--- src/hdl/imap_rf_pkg.sv ---
// ----------------------------------------------------------------------------
// IMAP response framer package
// Shared constants and types for the response framer: character codes,
// the literal count width and the per-byte flag group.
// ----------------------------------------------------------------------------
package imap_rf_pkg;

    localparam int COUNT_BITS = 32;

    localparam logic [7:0] CH_LF     = 8'd10;
    localparam logic [7:0] CH_CR     = 8'd13;
    localparam logic [7:0] CH_ZERO   = 8'd48;
    localparam logic [7:0] CH_NINE   = 8'd57;
    localparam logic [7:0] CH_LBRACE = 8'd123;
    localparam logic [7:0] CH_RBRACE = 8'd125;

    typedef logic [COUNT_BITS-1:0] t_count;

    typedef struct packed {
        logic length_overflow;
        logic literal_data;
        logic literal_start;
        logic response_end;
    } t_flags;

endpackage

--- src/hdl/imap_rf_scan.sv ---
// ----------------------------------------------------------------------------
// IMAP response framer scanner
// Holds the framing state and works out the flags of one byte. The state
// moves on only when the byte is handed on to the result register.
// ----------------------------------------------------------------------------
module imap_rf_scan import imap_rf_pkg::*; (
    input  logic       i_clk,
    input  logic       i_rst_n,
    input  logic       i_en,
    input  logic [7:0] i_byte,
    output t_flags     o_flags
);

    logic   r_after_cr, r_brace_open, r_have_digit, r_count_ovf;
    logic   r_marker_ready, r_marker_cr;
    t_count r_count, r_lit_rem;

    logic   n_after_cr, n_brace_open, n_have_digit, n_count_ovf;
    logic   n_marker_ready, n_marker_cr;
    t_count n_count, n_lit_rem;

    t_flags                flags;
    logic [COUNT_BITS+3:0] count_next;
    logic                  is_digit;

    assign is_digit   = (i_byte >= CH_ZERO) && (i_byte <= CH_NINE);
    assign count_next = ({4'b0, r_count} << 3) + ({4'b0, r_count} << 1)
                        + {{COUNT_BITS{1'b0}}, i_byte[3:0]};

    always_comb begin
        n_after_cr     = r_after_cr;
        n_brace_open   = r_brace_open;
        n_have_digit   = r_have_digit;
        n_count_ovf    = r_count_ovf;
        n_marker_ready = r_marker_ready;
        n_marker_cr    = r_marker_cr;
        n_count        = r_count;
        n_lit_rem      = r_lit_rem;
        flags          = '0;
        priority if (r_lit_rem != '0) begin
            flags.literal_data = 1'b1;
            n_lit_rem          = r_lit_rem - t_count'(1);
            n_after_cr         = 1'b0;
            n_brace_open       = 1'b0;
            n_have_digit       = 1'b0;
            n_marker_ready     = 1'b0;
            n_marker_cr        = 1'b0;
        end else if (r_after_cr && (i_byte == CH_LF)) begin
            if (r_marker_cr) begin
                if (r_count_ovf) begin
                    flags.length_overflow = 1'b1;
                    flags.response_end    = 1'b1;
                end else if (r_count != '0) begin
                    flags.literal_start = 1'b1;
                    n_lit_rem           = r_count;
                end
            end else begin
                flags.response_end = 1'b1;
            end
            n_after_cr     = 1'b0;
            n_brace_open   = 1'b0;
            n_have_digit   = 1'b0;
            n_marker_ready = 1'b0;
            n_marker_cr    = 1'b0;
        end else begin
            n_after_cr = (i_byte == CH_CR);
            priority if (i_byte == CH_LBRACE) begin
                n_brace_open   = 1'b1;
                n_have_digit   = 1'b0;
                n_marker_ready = 1'b0;
                n_marker_cr    = 1'b0;
                n_count        = '0;
                n_count_ovf    = 1'b0;
            end else if (r_brace_open && is_digit) begin
                n_have_digit = 1'b1;
                if (!r_count_ovf) begin
                    if (count_next[COUNT_BITS+3:COUNT_BITS] != 4'd0) begin
                        n_count_ovf = 1'b1;
                    end else begin
                        n_count = count_next[COUNT_BITS-1:0];
                    end
                end
            end else if (r_brace_open && r_have_digit && (i_byte == CH_RBRACE)) begin
                n_brace_open   = 1'b0;
                n_have_digit   = 1'b0;
                n_marker_ready = 1'b1;
                n_marker_cr    = 1'b0;
            end else if (r_marker_ready && (i_byte == CH_CR)) begin
                n_marker_ready = 1'b0;
                n_marker_cr    = 1'b1;
            end else begin
                n_brace_open   = 1'b0;
                n_have_digit   = 1'b0;
                n_marker_ready = 1'b0;
                n_marker_cr    = 1'b0;
            end
        end
    end

    always_ff @(posedge i_clk) begin
        if (!i_rst_n) begin
            r_after_cr     <= 1'b0;
            r_brace_open   <= 1'b0;
            r_have_digit   <= 1'b0;
            r_count_ovf    <= 1'b0;
            r_marker_ready <= 1'b0;
            r_marker_cr    <= 1'b0;
            r_count        <= '0;
            r_lit_rem      <= '0;
        end else if (i_en) begin
            r_after_cr     <= n_after_cr;
            r_brace_open   <= n_brace_open;
            r_have_digit   <= n_have_digit;
            r_count_ovf    <= n_count_ovf;
            r_marker_ready <= n_marker_ready;
            r_marker_cr    <= n_marker_cr;
            r_count        <= n_count;
            r_lit_rem      <= n_lit_rem;
        end
    end

    assign o_flags = flags;

    a_literal_exclusive: assert property (@(posedge i_clk) disable iff (!i_rst_n)
        (r_lit_rem != '0) |-> (flags.literal_data && !flags.response_end
                               && !flags.literal_start))
        else $error("literal byte carries framing flags");

    a_literal_opens: assert property (@(posedge i_clk) disable iff (!i_rst_n)
        (i_en && flags.literal_start) |=> (r_lit_rem != '0))
        else $error("literal start left no bytes to pass");

    a_overflow_ends: assert property (@(posedge i_clk) disable iff (!i_rst_n)
        flags.length_overflow |-> (flags.response_end && !flags.literal_start))
        else $error("overflow without response end");

    a_marker_closed: assert property (@(posedge i_clk) disable iff (!i_rst_n)
        (r_marker_ready || r_marker_cr) |-> !r_brace_open)
        else $error("marker complete while brace still open");

endmodule

--- src/hdl/imap_response_framer_unit.sv ---
// Path: an accepted byte waits in the input register and is loaded into the result
// register when that is empty or its result is taken; the result transfer follows.
// Throughput: one byte per cycle while results are taken; the slave is ready while the
// input register is empty or its byte moves on to the result register in the same cycle.
// Reset: synchronous, active low; clears all framing state and both valid flags,
// and no clearing pass is needed.
// ----------------------------------------------------------------------------
// IMAP response framer
// Flags response ends, literal starts and data, and overflows in an IMAP byte stream,
// one byte per transfer, through an input register, the scanner and a result register.
// ----------------------------------------------------------------------------
module imap_response_framer_unit import imap_rf_pkg::*; (
    input  logic       i_clk,
    input  logic       i_rst_n,
    input  logic       i_s_axis_tvalid,
    output logic       o_s_axis_tready,
    input  logic [7:0] i_s_axis_tdata,   // [7:0] data_byte
    output logic       o_m_axis_tvalid,
    input  logic       i_m_axis_tready,
    output logic [7:0] o_m_axis_tdata,   // [7:0] byte_out
    output logic [3:0] o_m_axis_tuser    // [0] response_end, [1] literal_start,
                                         // [2] literal_data, [3] length_overflow
);

    logic       r_in_valid;
    logic [7:0] r_in_byte;
    logic       r_out_valid;
    logic [7:0] r_out_byte;
    t_flags     r_out_flags;

    logic   advance;
    logic   in_ready;
    t_flags flags;

    assign advance  = r_in_valid && (!r_out_valid || i_m_axis_tready);
    assign in_ready = !r_in_valid || advance;

    imap_rf_scan u_scan (
        .i_clk   (i_clk),
        .i_rst_n (i_rst_n),
        .i_en    (advance),
        .i_byte  (r_in_byte),
        .o_flags (flags)
    );

    always_ff @(posedge i_clk) begin
        if (!i_rst_n) begin
            r_in_valid  <= 1'b0;
            r_out_valid <= 1'b0;
        end else begin
            if (in_ready) begin
                r_in_valid <= i_s_axis_tvalid;
            end
            if (advance) begin
                r_out_valid <= 1'b1;
            end else if (i_m_axis_tready) begin
                r_out_valid <= 1'b0;
            end
        end
    end

    always_ff @(posedge i_clk) begin
        if (in_ready && i_s_axis_tvalid) begin
            r_in_byte <= i_s_axis_tdata;
        end
        if (advance) begin
            r_out_byte  <= r_in_byte;
            r_out_flags <= flags;
        end
    end

    assign o_s_axis_tready = in_ready;
    assign o_m_axis_tvalid = r_out_valid;
    assign o_m_axis_tdata  = r_out_byte;
    assign o_m_axis_tuser  = r_out_flags;

endmodule

--- config.mk ---
export PLATFORM = sky130hd
export DESIGN_NAME = imap_response_framer_unit
export DESIGN_NICKNAME = d
export VERILOG_FILES = /design/src/hdl/imap_rf_pkg.sv /design/src/hdl/imap_rf_scan.sv /design/src/hdl/imap_response_framer_unit.sv
export SDC_FILE = /design/constraint.sdc
export NUM_CORES = 1
export LEC_CHECK = 0
export BUFFER_PORTS_ARGS = -buffer_cell sky130_fd_sc_hd__buf_2
export CAP_MARGIN = 40
export CORE_MARGIN = 3
export CORE_UTILIZATION = 35
export DETAILED_ROUTE_END_ITERATION = 10
export REMOVE_ABC_BUFFERS = 1
export SLEW_MARGIN = 15
export SYNTH_ARGS = -nofsm -noshare
export SYNTH_HDL_FRONTEND = slang
export SYNTH_SLANG_ARGS = --single-unit
--- constraint.sdc ---
create_clock -name i_clk -period 5.26 [get_ports i_clk]
set_input_delay 0.263 -clock i_clk [delete_from_list [all_inputs] [get_ports i_clk]]
set_output_delay 0.263 -clock i_clk [all_outputs]
set_load 0.1 [all_outputs]
* Word level (Yosys, flattened, before mapping)
Cells that the tools add are included.
Widths: inputs -> output; s select.
** Storage, ports and cells
- Register bits :: 92
- Word-level logic and storage cells :: 105
- Bits of input ports :: 12
** Operators by class
- Multiplexer cells :: 42
- Add/sub/neg operators :: 3
- Magnitude comparators :: 2
- Reduce and logical (&&, ||, !) cells :: 29
- Equal/unequal tests :: 10
- Bitwise logic cells :: 3
** Operator list (number)
- $mux 32 :: 9
- $reduce_bool 32->1 :: 2
- $add 35x33->36 :: 1
- $add 36x4->36 :: 1
- $mux 1 :: 33
- $sub 32x1->32 const B :: 1
- $eq 8x4->1 const B :: 2
- $eq 8x7->1 const B :: 2
- $reduce_bool 2->1 :: 5
- $ge 8x6->1 const B :: 1
- $le 8x6->1 const B :: 1
- $logic_and 1x1->1 :: 8
- $ne 6x1->1 const B :: 1
- $reduce_and 6->1 :: 1
- $ne 5x1->1 const B :: 1
- $reduce_and 5->1 :: 1
- $ne 2x2->1 const B :: 2
- $ne 4x1->1 const B :: 1
- $reduce_and 2->1 :: 2
- $reduce_and 4->1 :: 1
- $reduce_bool 4->1 :: 1
- $reduce_or 4->1 :: 1
- $not 1->1 :: 3
- $reduce_and 3->1 :: 1
- 5 further kinds :: 7

* Longest topological paths before layout
- Depth in word-level cells :: 8
- Mapped depth :: 14

* Cells and area by module
Synthesis repeated with hierarchy kept, for this count alone.
** Unflattened totals
- Cells, all modules :: 855
- Area, all modules :: 6765.2 um^2
** By module, submodules not included
- imap_rf_scan :: area each 6060.8 um^2, sequential area each 1401.3 um^2, cells each 826, instances 1
- imap_response_framer_unit :: area each 704.4 um^2, sequential area each 640.6 um^2, cells each 29, instances 1

* Least setup slack after synthesis
OpenSTA, ideal clock, no wires.
- Path kind :: register to register
- Start point :: register r_in_byte[3]
- End point :: register u_scan.r_count[16]
- Path buffers :: 1
- Stages on the path, launching flop included :: 14
- Slack :: 1.298 ns
- Arrival time :: 3.901 ns
- Setup time :: 0.061 ns
- Path through :: edfxtp_1 -> inv_1 -> fa_1 -> fa_1 -> nor2b_1 -> o2111ai_1 -> a2111oi_0 -> nor3_1 -> o31ai_1 -> xor2_1 -> or3_1 -> nor4_4 -> buf_6 -> a32o_1
** On the way
- Cells in the longest elaborated chain, start to end :: 5
** Ends and longest elaborated chain
- start, declared :: RTL line imap_response_framer_unit.sv:26 : logic [7:0] r_in_byte;
- start signal, assigned :: RTL line imap_response_framer_unit.sv:64 : r_in_byte <= i_s_axis_tdata;
- parallel branches: the longest is 5 deep, another holds $add 36x4->36
- end signal, assigned :: RTL line imap_rf_scan.sv:117 : r_count <= n_count;
- end, declared :: RTL line imap_rf_scan.sv:16 : t_count r_count, r_lit_rem;
Several ways; the timed one is not identified. The select of a mux whose other input is x is not followed.
A chain may end at the register's enable or synchronous reset.

* Worst setup path in the final report
- Start point :: register r_in_byte[3]
- End point :: register u_scan.r_count[15]
The elaborated chain is that of the path after synthesis.

==> impl_metrics.tcl <==
set metrics [dict create \
    num_rows 48 \
    finalHoldViolations 0 \
    slew_headroom 0.449 \
    wl_mm 15.9 \
    die_area_sq_mm 0.0195 \
    viasPerCell 5.60 \
    antenna_cells 0 \
    synth_top_family_by_area "compound AO/OA/AOI/OAI gates" \
    die_h_um 140 \
    yosys.area_share.adder 0.135 \
    clk_pin_slew_ps 70 \
    synth_edf_count 20 \
    multiInputGateArea_sq_mm 0.00394 \
    fin_util 0.394 \
    status "finished, final reports clean" \
    max_clock_freq_mhz 217 \
    finalMaxSlewViolations 0 \
    clk_latency_ps 350 \
    grt_pass1_wl_mm 26.5 \
    yosysSeqAreaShare 0.327 \
    netlist_instances 717 \
    drtAntennaViolNets 0 \
    syn-cell-area_sq_mm 0.00625 \
    drive_above_1_share 0.0992 \
    grt_start_max_net_pins 44 \
    synthMuxAreaShare 0.00641 \
    antenna_found_initial 0 \
    worstPathMaxFanout 16 \
    holdCritPathClass "in2reg" \
    grt_pass1_vias 5171 \
    worstSetupPathType "reg2reg" \
    setup_violations 0 \
    overflow 0 \
    worst_pin_slew_ps 819 \
    post-cts-setup-buffers 0 \
    grt_use_total 0.165 \
    leakagePower_nw 2.92 \
    drc 0 \
    required_ps 5550 \
    yosys.area_share.simple 0.203 \
    maxCapViolCount 0 \
    cp-end-kind "register" \
    wl_per_cell_um 16.5 \
    numPortBuffers 25 \
    synth_warnings 0 \
    start_kind "register" \
    synth-xor-area-share 0.0365 \
    core-area_sq_mm 0.0174 \
    drt_iter0_markers 348 \
    final.setup_skew_ps 7.43 \
    synth_compound_area_frac 0.250 \
    cts_max_level 3 \
    power_density_mw_per_mm2 527 \
    cts_tree "done" \
    final_nets 809 \
    async_reset_ff_frac 0 \
    ir_drop_v 0.000251 \
    regArea_sq_mm 0.00204 \
    postCtsHoldBufs 0 \
    rsz0062_at_grt "false" \
    min_period_over_period 0.874 \
    dp.final_hpwl_mm 11.7 \
    area_delta_synth_final_pct 9.39 \
    die_w_um 140 \
    gp_congestion 0.814 \
    synth-seq-cells 92 \
    cts-root-buf "clkbuf_16" \
    vias 5382 \
    cts.repair.resized 0 \
    arrival_ps 4890 \
    holdPathStages 1 \
    clockBufferDepth 2 \
    design.portCount 26 \
    ff2ff_path_depth 13 \
    fin_crit_ps 4600 \
    cts_sinks 92 \
    yosysUniqueCellTypes 70 \
    cts_made_buffers 9 \
    setup_slack_ps 660 \
    ys_dominant_reg_cell "dfxtp_1" \
    setup_tns_ps 0 \
    syn-mean-instance-area_sq_um 8.71 \
    dpl_worst_slack_ps 686 \
    drt_first_pass_iters 5 \
    fill_cells 1771 \
    initial_core_util 0.360 \
]
[per-layer routing]
layer / global-route usage / wire [um] / up-vias
met2: 0.264 / 7140 / 109
li1: - / - / 2722
met1: 0.233 / 7930 / 2540
met4: 0.0367 / 120 / 0
met5: 0 / 0 / -
met3: 0.0309 / 710 / 11
[critical path, cell delays in order, from the launching register on]
cell       delay [ps]
edfxtp_1          450
inv_1             140
fa_1              540
fa_1              470
nor2b_1           160
o2111ai_1         150
a2111oi_0         700
nor3_1            150
o31ai_1           310
xor2_1            120
or3_1             440
nor4_4            440
buf_4             310
a22o_1            150
[synth_stat cells, types with 10 or more instances]
master     n  area share
a21oi_1   59       0.047
a22o_1    29       0.041
and2_1    10       0.010
clkbuf_1  20       0.012
dfxtp_1   72        0.23
edfxtp_1  20       0.096
ha_1      64        0.13
inv_1     31       0.019
nand2_1   56       0.034
nand3_1   11      0.0088
nand4_1   13       0.013
nor2_1    63       0.038
nor2b_1   14       0.014
nor3_1    15       0.012
nor4_1    15       0.015
o21a_1    15       0.018
o21ai_0   46       0.037
o221a_2   10       0.018
xnor2_1   14       0.020
xor2_1    12       0.017
[cell usage in the layout, fill, tap and decap left out, types with 9 or more instances in the layout]
cell / instances
xor2_1: 12
edfxtp_1: 20
a21oi_1: 59
xnor2_1: 14
nor2b_1: 14
ha_1: 64
nand4_1: 13
nand2_1: 56
clkbuf_16: 9
a22o_1: 29
nor4_1: 15
dfxtp_1: 72
nor2_1: 63
nand3_1: 11
nor3_1: 15
o221a_2: 10
inv_1: 31
o21a_1: 15
o21ai_0: 46
buf_2: 25
and2_1: 10
[cell families (layout without fill, tap and decap cells)]
| family | Yosys count | in the layout |
|---|---|---|
| multiplexers | 4 | 4 |
| buffers and inverters | 61 | 80 |
| flip-flops | 92 | 92 |
| adder cells (fa/ha/maj) | 66 | 66 |
| XOR/XNOR | 26 | 26 |
| AO/OA/AOI/OAI | 227 | 227 |
| AND/OR/NAND/NOR | 241 | 241 |
[stage by stage]
step                      instances  area (sq um)  power, W  hold WS [ps]
final                           961          6830   0.00360          85.8
after global routing            961          6830   0.00390          81.4
after CTS                       961          6830   0.00360          76.8
after detailed placement        945          6570   0.00298           441
after global placement          945          6570   0.00299           445
after floorplan                 688          6100   0.00246           362
[layout make-up]
class,count,area share
flip-flops and latches,92,0.299
multi-input cells,564,0.577
well taps,225,0.0412
repair buffers,32,0.0260
clock buffers,10,0.0335
inverters,32,0.0176
clock inverters,6,0.00586
[final timing paths]
path	startpoint	endpoint	slack (ps)
setup reg to reg	r_in_byte[3]	u_scan.r_count[15]	660
setup / recovery	r_in_byte[3]	u_scan.r_count[15]	660
hold / removal	i_s_axis_tdata[7]	r_in_byte[7]	90
hold reg to reg	u_scan.r_lit_rem[3]	u_scan.r_lit_rem[3]	470
[flip-flops by register name (all words and copies together), names as in the netlist, 4 cells and up]
| register | count |
|---|---|
| u_scan.r_count | 32 |
| o_m_axis_tuser | 4 |
| o_m_axis_tdata | 8 |
| u_scan.r_lit_rem | 32 |
| r_in_byte | 8 |
[report_power, final]
group | switching, W | internal, W
clock | 0.000285 | 0.000320
combinational | 0.00132 | 0.000697
sequential | 0.000131 | 0.000852
total | 0.00173 | 0.00187
(Power assumes the default switching activity.)
